[config.mk]
export PLATFORM = sky130hd
export DESIGN_NAME = bpfa_scan
export DESIGN_NICKNAME = d
export VERILOG_FILES = /design/src/bpfa_pkg.sv /design/src/bpfa_scan.sv
export SDC_FILE = /design/constraint.sdc
export NUM_CORES = 1
export LEC_CHECK = 0
export BUFFER_PORTS_ARGS = -buffer_cell sky130_fd_sc_hd__buf_4
export CAP_MARGIN = 20
export CORE_MARGIN = 5
export CORE_UTILIZATION = 50
export DETAILED_ROUTE_END_ITERATION = 8
export PLACE_DENSITY = 0.9
export REMOVE_ABC_BUFFERS = 1
export SETUP_SLACK_MARGIN = 0.15
export SYNTH_ARGS = -nofsm -noshare
export SYNTH_HDL_FRONTEND = slang
export SYNTH_SLANG_ARGS = --single-unit
[constraint.sdc]
create_clock -name vclk -period 3.85
set_clock_uncertainty 0.2 [all_clocks]
set_input_delay 0 -clock vclk [all_inputs]
set_output_delay 0 -clock vclk [all_outputs]
set_load 0.05 [all_outputs]
[src/bpfa_pkg.sv]
package bpfa_pkg;

    localparam int ADDR_W     = 64;
    localparam int RANGE_W    = 17;
    localparam int PAGE_NUM_W = 16;
    localparam int OP_W       = 2;
    localparam int STATUS_W   = 3;
    localparam int CFG_IDX_W  = 8;
    localparam int WORD_W     = 64;
    localparam int BIT_W      = 6;

    localparam logic [RANGE_W-1:0] RANGE_RESET = 17'd65536;

    localparam logic [OP_W-1:0] OP_ALLOC   = 2'd0;
    localparam logic [OP_W-1:0] OP_FREE    = 2'd1;
    localparam logic [OP_W-1:0] OP_RESERVE = 2'd2;
    localparam logic [OP_W-1:0] OP_RELEASE = 2'd3;

    localparam logic [STATUS_W-1:0] STS_ALLOCATED    = 3'd0;
    localparam logic [STATUS_W-1:0] STS_FULL         = 3'd1;
    localparam logic [STATUS_W-1:0] STS_FREED        = 3'd2;
    localparam logic [STATUS_W-1:0] STS_ALREADY_FREE = 3'd3;
    localparam logic [STATUS_W-1:0] STS_MARKED       = 3'd4;
    localparam logic [STATUS_W-1:0] STS_OUT_OF_RANGE = 3'd5;

    localparam logic [CFG_IDX_W-1:0] REG_VIRTUAL_OFFSET = 8'd0;
    localparam logic [CFG_IDX_W-1:0] REG_PAGE_RANGE     = 8'd1;

    typedef enum logic [3:0] {
        ST_CLEAR,
        ST_IDLE,
        ST_DECODE,
        ST_CHECK,
        ST_SCAN_RD,
        ST_SCAN_EV,
        ST_MARK_RD,
        ST_MARK_EV,
        ST_ADDR,
        ST_DONE
    } state_t;

    typedef struct packed {
        logic             first;
        logic             last;
        logic [BIT_W-1:0] lo_bit;
        logic [BIT_W-1:0] hi_bit;
    } scan_req_t;

    typedef struct packed {
        logic             found;
        logic [BIT_W-1:0] bit_idx;
    } scan_res_t;

endpackage

[src/bpfa_scan.sv]
module bpfa_scan (
    input  logic [bpfa_pkg::WORD_W-1:0] word_data,
    input  bpfa_pkg::scan_req_t         req,
    output bpfa_pkg::scan_res_t         res
);

    logic [bpfa_pkg::WORD_W-1:0] lo_mask;
    logic [bpfa_pkg::WORD_W-1:0] hi_mask;
    logic [bpfa_pkg::WORD_W-1:0] free_bits;

    assign lo_mask   = req.first ? ({bpfa_pkg::WORD_W{1'b1}} << req.lo_bit)
                                 : {bpfa_pkg::WORD_W{1'b1}};
    assign hi_mask   = req.last  ? ({bpfa_pkg::WORD_W{1'b1}} >> (6'd63 - req.hi_bit))
                                 : {bpfa_pkg::WORD_W{1'b1}};
    assign free_bits = ~word_data & lo_mask & hi_mask;

    always_comb begin
        res.found   = |free_bits;
        res.bit_idx = '0;
        for (int i = bpfa_pkg::WORD_W - 1; i >= 0; i--) begin
            if (free_bits[i]) begin
                res.bit_idx = 6'(i);
            end
        end
    end

endmodule

# == Word-level counts from Yosys, hierarchy flattened ==
# Index checks and enable logic that the tools add are counted.
# totals
regBits,0
latchBits,0
ramBits,0
romBits,0
in_bits,78
out_inout_bits,7
word_cells,73
memories,0
# op_classes
addsub,1
multipliers,0
n_div,0
order_cmp,0
n_eq_ne,0
shift,2
n_mux,66
bitwise,3
n_reduce_logical,1
# op_table
cell,n
6-bit 2-to-1 mux,64
64-bit bitwise AND,2
64-bit 2-to-1 mux,2
64-bit NOT,1
64-bit OR reduction,1
"64-bit by 6-bit << shifter with 64-bit output, first input constant",1
"64-bit by 6-bit right shift with 64-bit output, first input constant",1
"6-bit subtractor, first input constant",1

# == Logic depth before layout (Yosys ltp) ==
# logic_depth
depth_word,68
mapped_depth,11
mapped_depth_nobuf,8

# == Worst setup path after synthesis ==
# OpenSTA, ideal clock, no wires.
# synth_path
path_kind,input to output
from,input port req[1] in the netlist's numbering
to,output port res[2] in the netlist's numbering
arrival_ps,2866
required_ps,3650
path_slack_ps,784
stages,8
path_buffers,1
cell_sequence,buf_2 -> nor3_1 -> nand2b_1 -> a21oi_1 -> or2_1 -> or3b_1 -> or3_1 -> o32ai_1
# synth_lines
item,line,source
start: declaration,bpfa_scan.sv:3,"input bpfa_pkg::scan_req_t req,"
end: declaration,bpfa_scan.sv:4,output bpfa_pkg::scan_res_t res

==> results.md <==
* Worst endpoint required time at 3.65 ns
* Vias in the first global route at 3861
* Top cells by area, synth: o21ai_0, a21oi_1, nand2_1, nor2_1, a211oi_1
* Non-filler cells, final at 546
* Post-route DRC at 0
* First-pass GRT wire length at 20600 microns
* Rel. slew slack at 0.484
* Worst setup EP type: output port
* Initial core utilization at 0.519
* Post-synth top area share at 0.0690
* Syn Area/Cell at 6.34 sq um
* GP Congestion at 1.06
* Register area at 0 sq um
* Fin area at 3220 sq um
* 1st-iter DRT viols at 795
* Crit path arrival time at ~2.9 ns
* Seq cells at 0
* Synthesized area at about 2700 sq um
* Die area at 6930 sq um
* Final ANT Viol Nets at 0
* Comb pwr share at 1.000
* Worst Path Max Fanout at 22
* RSZ-0062 raised after global routing: no
* Setup violations, final at 0
* Yosys warns at 0
* Commonest cells after routing, fill and taps aside: buf_4, nand2_1, nor2_1
* Resize count post-CTS at 0
* PortBufs at 85
* Drt wl/cell at 23.9 microns
* Placed insts at 546
* Outcome: finished clean
* DP Area at approximately 3200 sq um
* Hold depth at 5
* Final Hold Viols at 0
* Seq/Total Area, Yosys at 0
* GR Overflow Total at 0
* Leakage at between 0.001 and 0.0015 uW
* Switching Share at 0.624
* Psw at 301 uW
* Pwr Total at ~480 uW
* Syn Inst Count at 423
* Pwr dens at 150 nW/um^2
* Synth area leader: o21ai_0
* Pin slew with the least headroom to its limit at roughly 0.75 ns
* CP Launch Type: primary input
* Antenna violations before repair at 0
* Peak supply drop at 0.100 mV
* Largest net degree at the start of global routing at 35
* DIE WIDTH at 83.2 microns
* Min-Delay Path Class: primary input to output port
* Ports at 85
* Layout clock buffer count at 0
* WHS Endpoint: res[0]
* Final nets at 556
* Fin. max-slew vios at 0
* Pre-antenna DRT Iters at 6
* Clock power share at 0
* Row count at 26
* Hpwl dp at 9840 microns
* Max-cap viol count at 0
* GR Util All Layers at 0.358
* Number of library cell types mapped by synthesis at 77
* Fin crit period at 3.06 ns
* Wirelength, routed at 13100 microns
* Layout area overhead at 20.1%
* Worst Setup Slack, final at 0.789 ns
* CP Class: primary input to output port
* Internal Power at 182 uW
* Pre-CTS setup slack at 0.888 ns
* Die H at 83.2 microns
* Antenna diodes at 0
* Hold Path Origin: word_data[1]
* FILL cells at ~530
* Maximum clock frequency at roughly 330 MHz
* Period utilization at 0.795
* Vias after detailed routing at between 4000 and 5000
* Core Box Area at 5170 sq um
* Sequential power share at 0
* Postcts setup bufs at 0
* Setup TNS at 0 ns
* Most common cell after layout, fill and taps aside: buf_4
* CTS Hold Bufs at 0
* Share of layout cells above drive strength 1 at 0.235
* Via density at 7.63
[per-stage QoR]
stage | hold slack [ns] | utilization
5_1_grt | 0.437 | 0.623
3_5_place_dp | 0.375 | 0.623
6_report | 0.386 | 0.623
3_3_place_gp | 0.383 | 0.623
4_1_cts | 0.377 | 0.623
2_1_floorplan | 0.158 | -
[power by group through the flow]
stage | clock network, uW | registers [uW] | logic, uW
2_1_floorplan | 0 | 0 | 262
3_3_place_gp | 0 | 0 | 457
3_5_place_dp | 0 | 0 | 459
4_1_cts | 0 | 0 | 461
5_1_grt | 0 | 0 | 509
6_report | 0 | 0 | 483
[how the worst max path moves through the flow]
stage / startpoint / slack (ns) / endpoint / depth (start not counted)
after detailed placement: req[13] / 0.89 / res[3] / 10
final: req[12] / 0.79 / res[0] / 10
after floorplan: req[4] / 0.72 / res[2] / 6
after CTS: req[13] / 0.87 / res[3] / 10
after global routing: req[12] / 0.65 / res[0] / 10
after global placement: req[13] / 0.90 / res[3] / 10
[synth_stat cells (3+ instances only)]
cell,count
o211ai_1,9
and3_1,5
nand3b_1,3
a311o_1,3
a31oi_1,6
a2111oi_2,5
o21ai_0,37
nor4_1,5
o2111ai_1,3
and2_1,8
a21o_1,5
o2111a_1,3
or2_1,3
nor3_1,8
a211oi_1,14
a311oi_1,4
nor2b_1,5
nand2_1,42
buf_2,20
a21boi_0,4
nor2_1,38
a211o_1,6
buf_4,7
or3_1,7
a221oi_1,10
a2111oi_0,5
or2_2,4
a21oi_1,33
nand3_1,16
o21a_1,9
o21ai_1,4
clkbuf_1,4
buf_6,3
nand2b_1,5
nand4_1,7
o31ai_1,4
inv_1,14
[per-layer routing]
metal / share of wire / track usage
met5: 0 / 0
met4: 0.060 / 0.156
met3: 0.14 / 0.0752
met2: 0.43 / 0.579
met1: 0.38 / 0.456
[critical path: stages]
cell and delay (ns):
buf_4 0.22, nor3b_1 0.66, a2111oi_0 0.31, o211ai_1 0.16
nand3_1 0.14, a222oi_1 0.47, o21ai_1 0.13, o21a_1 0.22
a2111oi_2 0.29, buf_4 0.26
[area by class of cell]
cell class,instances,area (sq um),share of cell area
inverter,14,52.6,0.0163
multi-input combinational,375,2430,0.754
tap,70,87.6,0.0272
timing repair buffer,87,653,0.203
[cell families after synthesis]
logic type / synth area share
AOI/OAI and AO/OA: 0.555
and+or+nand+nor: 0.350
buffers and inverters: 0.0947
No activity file was read; power rests on OpenSTA's default activity.
